===== config.mk =====
export PLATFORM = sky130hd
export DESIGN_NAME = sorted_priority_queue_flat
export DESIGN_NICKNAME = d
export VERILOG_FILES = /design/src/spq_pkg.sv /design/src/spq_if.sv /design/src/spq_ctrl.sv /design/src/spq_dpath.sv /design/src/sorted_priority_queue.sv /design/src/flat_wrapper.sv
export SDC_FILE = /design/constraint.sdc
export NUM_CORES = 2
export LEC_CHECK = 0
export BUFFER_PORTS_ARGS = -buffer_cell sky130_fd_sc_hd__buf_2
export CORE_MARGIN = 1
export CORE_UTILIZATION = 25
export CTS_BUF_LIST = sky130_fd_sc_hd__clkbuf_4 sky130_fd_sc_hd__clkbuf_8
export CTS_CLUSTER_SIZE = 30
export DETAILED_ROUTE_END_ITERATION = 12
export SYNTH_ARGS = -nofsm -noshare
export SYNTH_HDL_FRONTEND = slang
export SYNTH_SLANG_ARGS = --single-unit

===== constraint.sdc =====
create_clock -name clk -period 8.4 [get_ports clk]
set_clock_uncertainty 0.1 [all_clocks]
set_input_delay 0.42 -clock clk [delete_from_list [all_inputs] [get_ports clk]]
set_output_delay 0.42 -clock clk [all_outputs]
set_load 0.02 [all_outputs]

===== src/spq_pkg.sv =====
// Package with the shared constants, types and codes of the sorted priority queue.
`timescale 1ns / 1ps
`default_nettype none
package spq_pkg;

    // Queue geometry and field widths.
    localparam int CAPACITY   = 16;
    localparam int ELEM_WIDTH = 32;
    localparam int PRIO_WIDTH = 16;
    localparam int COUNT_W    = $clog2(CAPACITY + 1);

    // Operation codes carried in the cmd field.
    localparam logic CMD_PUSH = 1'b0;
    localparam logic CMD_POP  = 1'b1;

    typedef logic [ELEM_WIDTH-1:0] elem_t;
    typedef logic [PRIO_WIDTH-1:0] prio_t;
    typedef logic [COUNT_W-1:0]    count_t;

    // Controller states.
    typedef enum logic
    {
        ST_NO_RESULT,
        ST_RESULT
    } spq_state_t;

    // Commands from the controller to the datapath.
    typedef struct packed
    {
        logic load;
    } spq_cmd_t;

endpackage
`default_nettype wire


===== src/spq_if.sv =====
// Interfaces for the request and response channels of the sorted priority queue.
`timescale 1ns / 1ps
`default_nettype none
interface spq_req_if;
    import spq_pkg::*;

    logic  valid;
    logic  ready;
    logic  cmd;
    elem_t elem;
    prio_t priority_req;

    modport source (output valid, output cmd, output elem, output priority_req, input ready);
    modport sink   (input valid, input cmd, input elem, input priority_req, output ready);
endinterface

interface spq_rsp_if;
    import spq_pkg::*;

    logic   valid;
    logic   ready;
    elem_t  top_elem;
    prio_t  top_priority;
    count_t count;
    logic   is_empty;
    logic   error;

    modport source (output valid, output top_elem, output top_priority, output count,
                    output is_empty, output error, input ready);
    modport sink   (input valid, input top_elem, input top_priority, input count,
                    input is_empty, input error, output ready);
endinterface
`default_nettype wire


===== src/spq_ctrl.sv =====
// Controller: handshake state machine that tracks the pending response.
`timescale 1ns / 1ps
`default_nettype none
module spq_ctrl
(
    input  wire logic              clk,
    input  wire logic              rst_n,
    input  wire logic              in_valid,
    output logic                   in_ready,
    output logic                   out_valid,
    input  wire logic              out_ready,
    output spq_pkg::spq_cmd_t      cmd
);
    import spq_pkg::*;

    spq_state_t state_reg;
    spq_state_t state_next;

    // State register.
    always_ff @(posedge clk or negedge rst_n)
    begin
        if (!rst_n)
        begin
            state_reg <= ST_NO_RESULT;
        end
        else
        begin
            state_reg <= state_next;
        end
    end

    // Next state: a new transaction always leaves a result in the output register.
    always_comb
    begin
        state_next = state_reg;
        case (state_reg)
            ST_NO_RESULT:
            begin
                if (in_valid)
                begin
                    state_next = ST_RESULT;
                end
            end
            ST_RESULT:
            begin
                if (out_ready && !in_valid)
                begin
                    state_next = ST_NO_RESULT;
                end
            end
            default:
            begin
                state_next = ST_NO_RESULT;
            end
        endcase
    end

    // Outputs: accept when the output register is empty or is being drained.
    always_comb
    begin
        in_ready  = 1'b0;
        out_valid = 1'b0;
        case (state_reg)
            ST_NO_RESULT:
            begin
                in_ready = 1'b1;
            end
            ST_RESULT:
            begin
                in_ready  = out_ready;
                out_valid = 1'b1;
            end
            default:
            begin
                in_ready = 1'b0;
            end
        endcase
        cmd.load = in_valid && in_ready;
    end

endmodule
`default_nettype wire


===== src/spq_dpath.sv =====
// Datapath: shift-register cells kept sorted by priority, and the result register.
`timescale 1ns / 1ps
`default_nettype none
module spq_dpath
(
    input  wire logic                 clk,
    input  wire logic                 rst_n,
    input  wire spq_pkg::spq_cmd_t    cmd,
    input  wire logic                 op,
    input  wire spq_pkg::elem_t       elem,
    input  wire spq_pkg::prio_t       priority_req,
    output spq_pkg::elem_t            top_elem,
    output spq_pkg::prio_t            top_priority,
    output spq_pkg::count_t           count,
    output logic                      is_empty,
    output logic                      error
);
    import spq_pkg::*;

    // Cell contents have no reset; only slots below the count are ever read.
    elem_t  elem_cell_reg [CAPACITY];
    prio_t  prio_cell_reg [CAPACITY];
    elem_t  elem_cell_next [CAPACITY];
    prio_t  prio_cell_next [CAPACITY];
    logic   [CAPACITY-1:0] keep;
    count_t count_reg;
    count_t count_next;
    logic   full;
    logic   empty;
    logic   do_push;
    logic   do_pop;

    elem_t  top_elem_reg;
    prio_t  top_prio_reg;
    count_t out_count_reg;
    logic   empty_reg;
    logic   error_reg;

    assign full    = (count_reg == count_t'(CAPACITY));
    assign empty   = (count_reg == '0);
    assign do_push = (op == CMD_PUSH) && !full;
    assign do_pop  = (op == CMD_POP) && !empty;

    // Each cell keeps its entry when it is valid and not above the new priority.
    always_comb
    begin
        for (int i = 0; i < CAPACITY; i++)
        begin
            keep[i] = (count_t'(i) < count_reg) && (prio_cell_reg[i] <= priority_req);
        end
    end

    // Per-cell next value: insert at the first cell that does not keep, or shift down.
    always_comb
    begin
        for (int i = 0; i < CAPACITY; i++)
        begin
            elem_cell_next[i] = elem_cell_reg[i];
            prio_cell_next[i] = prio_cell_reg[i];
            if (do_push && !keep[i])
            begin
                if (i == 0)
                begin
                    elem_cell_next[i] = elem;
                    prio_cell_next[i] = priority_req;
                end
                else if (keep[i-1])
                begin
                    elem_cell_next[i] = elem;
                    prio_cell_next[i] = priority_req;
                end
                else
                begin
                    elem_cell_next[i] = elem_cell_reg[i-1];
                    prio_cell_next[i] = prio_cell_reg[i-1];
                end
            end
            else if (do_pop && (i < CAPACITY - 1))
            begin
                elem_cell_next[i] = elem_cell_reg[i+1];
                prio_cell_next[i] = prio_cell_reg[i+1];
            end
        end
    end

    // Entry count after the transaction.
    always_comb
    begin
        count_next = count_reg;
        if (do_push)
        begin
            count_next = count_reg + count_t'(1);
        end
        else if (do_pop)
        begin
            count_next = count_reg - count_t'(1);
        end
    end

    // Count register.
    always_ff @(posedge clk or negedge rst_n)
    begin
        if (!rst_n)
        begin
            count_reg <= '0;
        end
        else if (cmd.load)
        begin
            count_reg <= count_next;
        end
    end

    // Cell registers and the result register, loaded on each transaction.
    always_ff @(posedge clk)
    begin
        if (cmd.load)
        begin
            for (int i = 0; i < CAPACITY; i++)
            begin
                elem_cell_reg[i] <= elem_cell_next[i];
                prio_cell_reg[i] <= prio_cell_next[i];
            end
            top_elem_reg  <= (count_next == '0) ? '0 : elem_cell_next[0];
            top_prio_reg  <= (count_next == '0) ? '0 : prio_cell_next[0];
            out_count_reg <= count_next;
            empty_reg     <= (count_next == '0);
            error_reg     <= !(do_push || do_pop);
        end
    end

    assign top_elem     = top_elem_reg;
    assign top_priority = top_prio_reg;
    assign count        = out_count_reg;
    assign is_empty     = empty_reg;
    assign error        = error_reg;

endmodule
`default_nettype wire


===== src/sorted_priority_queue.sv =====
// Top level of the sorted priority queue: controller and datapath.
//
// Usage: the request channel carries one transaction per operation: cmd selects
// a push of elem with priority_req or a pop of the front entry. Entries are
// kept sorted by ascending priority; equal priorities leave in arrival order.
// Every request yields exactly one response transaction with the front entry,
// the entry count, an empty flag and an error flag. A push on a full queue or
// a pop on an empty queue leaves the queue unchanged and sets error.
// Response: valid in the cycle after the request is accepted.
// Throughput: one request per cycle while ready is high; all cells compare
// against the new priority in parallel and shift in the same cycle as the request.
// Stalls: the response waits in an output register; while the receiver holds
// ready low, a new request is accepted only in the cycle the response leaves.
// Reset: rst_n clears the entry count and the pending response; the queue
// starts empty and is ready at once.
`timescale 1ns / 1ps
`default_nettype none
module sorted_priority_queue
(
    input wire logic  clk,
    input wire logic  rst_n,
    spq_req_if.sink   req,
    spq_rsp_if.source rsp
);
    import spq_pkg::*;

    spq_cmd_t cmd;

    // Handshake control.
    spq_ctrl u_ctrl
    (
        .clk       (clk),
        .rst_n     (rst_n),
        .in_valid  (req.valid),
        .in_ready  (req.ready),
        .out_valid (rsp.valid),
        .out_ready (rsp.ready),
        .cmd       (cmd)
    );

    // Sorted cells and result register.
    spq_dpath u_dpath
    (
        .clk          (clk),
        .rst_n        (rst_n),
        .cmd          (cmd),
        .op           (req.cmd),
        .elem         (req.elem),
        .priority_req (req.priority_req),
        .top_elem     (rsp.top_elem),
        .top_priority (rsp.top_priority),
        .count        (rsp.count),
        .is_empty     (rsp.is_empty),
        .error        (rsp.error)
    );

endmodule
`default_nettype wire

===== src/flat_wrapper.sv =====
// flat-port wrapper written by rule: the top's interface ports become plain ports
module sorted_priority_queue_flat import spq_pkg::*;
  (clk, rst_n, req_valid, req_cmd, req_elem, req_priority_req, req_ready, rsp_valid, rsp_top_elem, rsp_top_priority, rsp_count, rsp_is_empty, rsp_error, rsp_ready);
  spq_req_if req_i ();
  spq_rsp_if rsp_i ();
  input wire logic clk;
  input wire logic rst_n;
  input wire logic [$bits(req_i.valid)-1:0] req_valid;
  input wire logic [$bits(req_i.cmd)-1:0] req_cmd;
  input wire logic [$bits(req_i.elem)-1:0] req_elem;
  input wire logic [$bits(req_i.priority_req)-1:0] req_priority_req;
  output wire logic [$bits(req_i.ready)-1:0] req_ready;
  output wire logic [$bits(rsp_i.valid)-1:0] rsp_valid;
  output wire logic [$bits(rsp_i.top_elem)-1:0] rsp_top_elem;
  output wire logic [$bits(rsp_i.top_priority)-1:0] rsp_top_priority;
  output wire logic [$bits(rsp_i.count)-1:0] rsp_count;
  output wire logic [$bits(rsp_i.is_empty)-1:0] rsp_is_empty;
  output wire logic [$bits(rsp_i.error)-1:0] rsp_error;
  input wire logic [$bits(rsp_i.ready)-1:0] rsp_ready;
  assign req_i.valid = req_valid;
  assign req_i.cmd = req_cmd;
  assign req_i.elem = req_elem;
  assign req_i.priority_req = req_priority_req;
  assign req_ready = req_i.ready;
  assign rsp_valid = rsp_i.valid;
  assign rsp_top_elem = rsp_i.top_elem;
  assign rsp_top_priority = rsp_i.top_priority;
  assign rsp_count = rsp_i.count;
  assign rsp_is_empty = rsp_i.is_empty;
  assign rsp_error = rsp_i.error;
  assign rsp_i.ready = rsp_ready;
  sorted_priority_queue u_core (.clk(clk), .rst_n(rst_n), .req(req_i), .rsp(rsp_i));
endmodule

======== Yosys cells after proc, flatten, opt, wreduce, memory -nomap -nowiden ========
Memories as Yosys holds them, arrays and structs flattened.
Index checks and enable logic that the tools add are counted.
W data, S select, Z words.
operators by class
  $add $sub $neg .......................... 2
  magnitude comparators ................... 32
  equality and inequality tests ........... 1
  muxes and demuxes ....................... 101
  bitwise logic cells ..................... 2
  reductions and logical operators ........ 59
operators by type and width
  cell                   count
  $mux W32               46
  $mux W16               46
  $le A16 B16 Y1         16
  $lt A4 B5 Y1 const A   8
  $logic_and A1 B1 Y1    36
  $logic_not A1 Y1       20
  $lt A3 B5 Y1 const A   4
  $logic_not A5 Y1       2
  $lt A1 B5 Y1 const A   2
  $lt A2 B5 Y1 const A   2
  $mux W5                2
  $add A5 B1 Y5 const B  1
  $eq A5 B5 Y1 const B   1
  $mux W1                5
  $sub A5 B1 Y5 const B  1
  $pmux W1 S2            2
  $not A1 Y1             2
  $logic_or A1 B1 Y1     1
word-level totals
  register bits after elaboration ......... 61
  memory bits (writable) .................. 768
  input bits .............................. 53
  output and inout bits ................... 57
  memories kept ........................... 2
memories
  memory                        words  bits a word  rd ports  clocked after memory_dff  write ports  line             source
  u_core.u_dpath.elem_cell_reg  16     32           16        0                         16           spq_dpath.sv:21  elem_t elem_cell_reg [CAPACITY];
  u_core.u_dpath.prio_cell_reg  16     16           16        0                         16           spq_dpath.sv:22  prio_t prio_cell_reg [CAPACITY];

======== Longest topological paths before layout ========
  depth after elaboration ................. 6
  mapped depth ............................ 14
  gate-level depth less buffers ........... 9

======== Cells and area by module ========
Synthesis repeated with hierarchy kept, for this count alone.
unflattened totals
  cell total of the unflattened synthesis .. 4,502
  area, all modules ....................... 46,804.9 sq um
modules (own cells, without submodules)
  module     instances  cells each  area each (sq um)  sequential area each (sq um)
  spq_dpath  1          4,498       46,751.1           24,838.8
  spq_ctrl   1          4           53.8               25.0

======== Least setup slack after synthesis ========
OpenSTA, ideal clock, no wires.
  path kind ............................... input-to-reg
  from .................................... in req_priority_req[1]
  to ...................................... mem u_core.u_dpath.elem_cell_reg[1][224] (netlist name) (enable)
  library setup time ...................... 573 ps
  arrival ................................. 6,693 ps
  required time ........................... 7,727 ps
  slack ................................... 1,035 ps
  stages on the path ...................... 11
  buffers on the path ..................... 2
  cell sequence ........................... clkbuf_1 > clkbuf_1 > inv_1 > ha_1 > nor2b_1 > o21a_1 > o21a_1 > o21ai_0 > a21oi_1 > a2111oi_0 > nor4_1
RTL lines
  what         line                source
  from (decl)  flat_wrapper.sv:11  input wire logic [$bits(req_i.priority_req)-1:0] req_priority_req;
  to (decl)    spq_dpath.sv:21

==> impl_metrics.ini <==
[cts]
cts-resized-gates = 0
clock_tree.root_cell = clkbuf_8
cts_sinks = 829
worstSkewPairLatency_ns = 0.86
cts.clk_slew.worst_paths_ns = 0.06
cts_tree = yes
htreeDepth = 4
cts_max_path_buffers = 3
cts_buffers = 144

[timing]
max_freq_mhz = 190.1
slew_headroom_pct = 14.94
layout_min_cycle_time_ns = 5.261
hold_ws_ns = 0.08046
drv_slew = 0
rsz0062_at_grt = no
setup_violations = 0
tns_ns = 0
hold_viol_final = 0
tightest_slew_ns = 1.273
period_share_pct = 62.63

[placed_design]
port-buffer-count = 109
dpl.hpwl_um = 102200
gp_congestion = 0.9440

[floorplanning]
io_pins = 110
fp-row-count = 160
fp.dieW_um = 440.0
core_area_um2 = 190400
start_util_pct = 25.19
die_h_um = 440.0
die-area_um2 = 193600

[drt]
drc = 0
first_iter_violations = 3315
drtPass1Iterations = 5
totalWireLength_um = 160400
vias = 36790
vias_per_cell = 5.146
routedWlPerCell_um = 22.43
ant_nets = 0

[worst_setup_path]
endpoint_kind = flop
arrival_ns = 5.63
cp_max_fo = 32
reg2reg_from = u_core.u_dpath.count_reg[4]
cp-start-kind = input pin
startpoint = req_priority_req[15]
crit_required_ns = 8.77
crit_type = in2reg

[power]
leakage_uw = 0.02018
pwr-share-clk_pct = 22.3
p_comb_share_pct = 39.9
switchingPower_uw = 6824
peakVddDrop_mv = 0.2029
netSwitchingFraction_pct = 39.86
p_int_uw = 10300
p_seq_share_pct = 37.8
powerDensity_nw_per_um2 = 314.5

[global_route]
grt.total_usage_pct = 16.11
antenna_found_initial = 18
grt_pass1_wl_um = 235200
grt-ovfl-total = 0
grt_pass1_vias = 36330
grt_max_degree = 120

[hold_path]
min_from = req_elem[6]
hold_path_class = in2reg

[logic_synthesis]
syn_nets = 4842
ys_seq_elements = 829
synth_enable_flop_cells = 823
syn_avg_cell_area_um2 = 10.59
ys_warn_count = 0
synthCells = 4530
netlist.area_leader.share_pct = 51.53
synth_area_leaders = edfxtp_1 (52%), mux2i_1 (13%), ha_1 (6.8%), nand2_1 (4.7%), o21ai_0 (4.6%)
yosysTopAreaCell = edfxtp_1
netlist_area_um2 = 47960
ys_types = 57
synth-seq-area-share_pct = 51.85
async_reset_ff_share_pct = 0.7238
ys.flop_type = edfxtp_1

[status]
status = completed

[cells_and_area]
drive_above_1_share_pct = 11.25
largest_register_ffs = 512
area_growth_pct = 13.52
nets = 4837

[job]
max-cap-violations = 0
-- layer usage --
layer	vias to the layer above	part of all wire, %	global-route usage [%]
li1	16750	-	-
met4	16	3.4	6.037
met5	-	0.050	0
met3	336	7.4	3.246
met1	18110	41	20.18
met2	1583	48	27.17
-- placed cells by master, fill, tap and decap left out, types with 5 or more instances in the layout --
cell type,count
clkinv_2,7
mux2i_1,623
inv_6,5
dlygate4sd3_1,46
mux2_2,50
a211oi_1,57
nand2_1,596
inv_1,42
o21a_1,8
and4_1,11
nor4_1,14
nor2_4,10
nand3_1,8
or4_1,6
buf_4,81
a311oi_1,48
and2_1,8
a21o_1,26
a31oi_1,53
o21ai_4,10
nand4_1,41
o21ai_0,437
edfxtp_1,823
buf_2,109
ha_1,259
o211ai_1,5
bufinv_16,5
nor2b_1,17
o21ai_1,80
a21oi_4,13
dfrtp_1,6
nor3_1,23
a21oi_1,380
clkbuf_8,152
nor2_1,419
clkbuf_4,49
clkinv_1,36
-- final timing paths --
check / to / slack (ns) / depth (start not counted)
setup / recovery: u_core.u_dpath.prio_cell_reg[1][41] / 3.14 / 11
setup reg to reg: u_core.u_dpath.top_elem[25] / 3.62 / 9
hold reg to reg: u_core.u_dpath.elem_cell_reg[1][125] / 0.46 / 2
max in group asynchronous: u_core.u_dpath.count_reg[2] / 7.80 / 2
hold / removal: u_core.u_dpath.elem_cell_reg[1][6] / 0.08 / 3
min in group asynchronous: u_core.u_dpath.count_reg[1] / 0.11 / 2
-- logic make-up after synthesis --
group / share of synthesized area, %
and+or+nand+nor: 10.03
muxes: 14.18
AOI/OAI and AO/OA: 13.37
buffers and inverters: 3.733
xor gates and xnor gates: 0.09133
DFF: 51.85
adders and majority gates: 6.757
-- Yosys cell counts (11+ instances only) --
library cell and count:
edfxtp_1 823, mux2i_1 623, nand2_1 597, o21ai_0 437, nor2_1 429, a21oi_1 394, clkbuf_1 277, ha_1 259
o21ai_1 90, buf_2 78, a211oi_1 58, a31oi_1 53, mux2_2 50, a311oi_1 48, inv_1 43, nand4_1 41
a21o_1 27, nor3_1 24, buf_1 17, nor2b_1 17, buf_4 15, nor4_1 15, and4_1 11
-- repair_timing --
| action | in CTS | in global routing |
|---|---|---|
| buffers inserted | 0 | 0 |
| hold buffers | 46 | 0 |
| endpoints found under the hold margin | 84 | 0 |
-- stage by stage --
step	instances	area (um^2)	total power [uW]	utilization, %	worst slack, ns
5_1_grt	7150	54440	17970	28.60	2.986
6_report	7150	54440	17120	28.60	3.139
3_5_place_dp	6844	51110	13280	26.85	2.951
4_1_cts	7149	54440	17130	28.59	3.207
3_3_place_gp	6844	51110	13100	26.85	2.978
2_1_floorplan	4530	47960	11020	-	1.035
-- final cells by class --
type | count | area, um^2
fillers | 19710 | 135900
flip-flops and latches | 829 | 24860
multi-input cells | 3269 | 21750
well taps | 2511 | 3142
clock buffers | 201 | 2460
repair buffers | 238 | 1654
clock inverters | 58 | 407.9
inverters | 43 | 166.4
diodes | 1 | 2.502
-- power groups by stage --
stage | clock network, uW | registers [uW] | logic, uW
after floorplan | 0 | 6370 | 4640
after global placement | 0 | 6520 | 6580
after detailed placement | 0 | 6530 | 6750
after CTS | 3890 | 6460 | 6780
after global routing | 4050 | 6540 | 7380
final | 3810 | 6480 | 6830
-- critical path, cell delays in order --
cell and delay (ns):
dlygate4sd3_1 0.61, buf_2 0.35, inv_1 0.42, ha_1 0.47, nand4_1 0.19, nor4_1 0.76, a21bo_2 0.33, a31oi_1 0.43
o21ai_4 0.11, a21oi_4 0.80, buf_4 0.65
No activity file was read; power rests on OpenSTA's default activity.
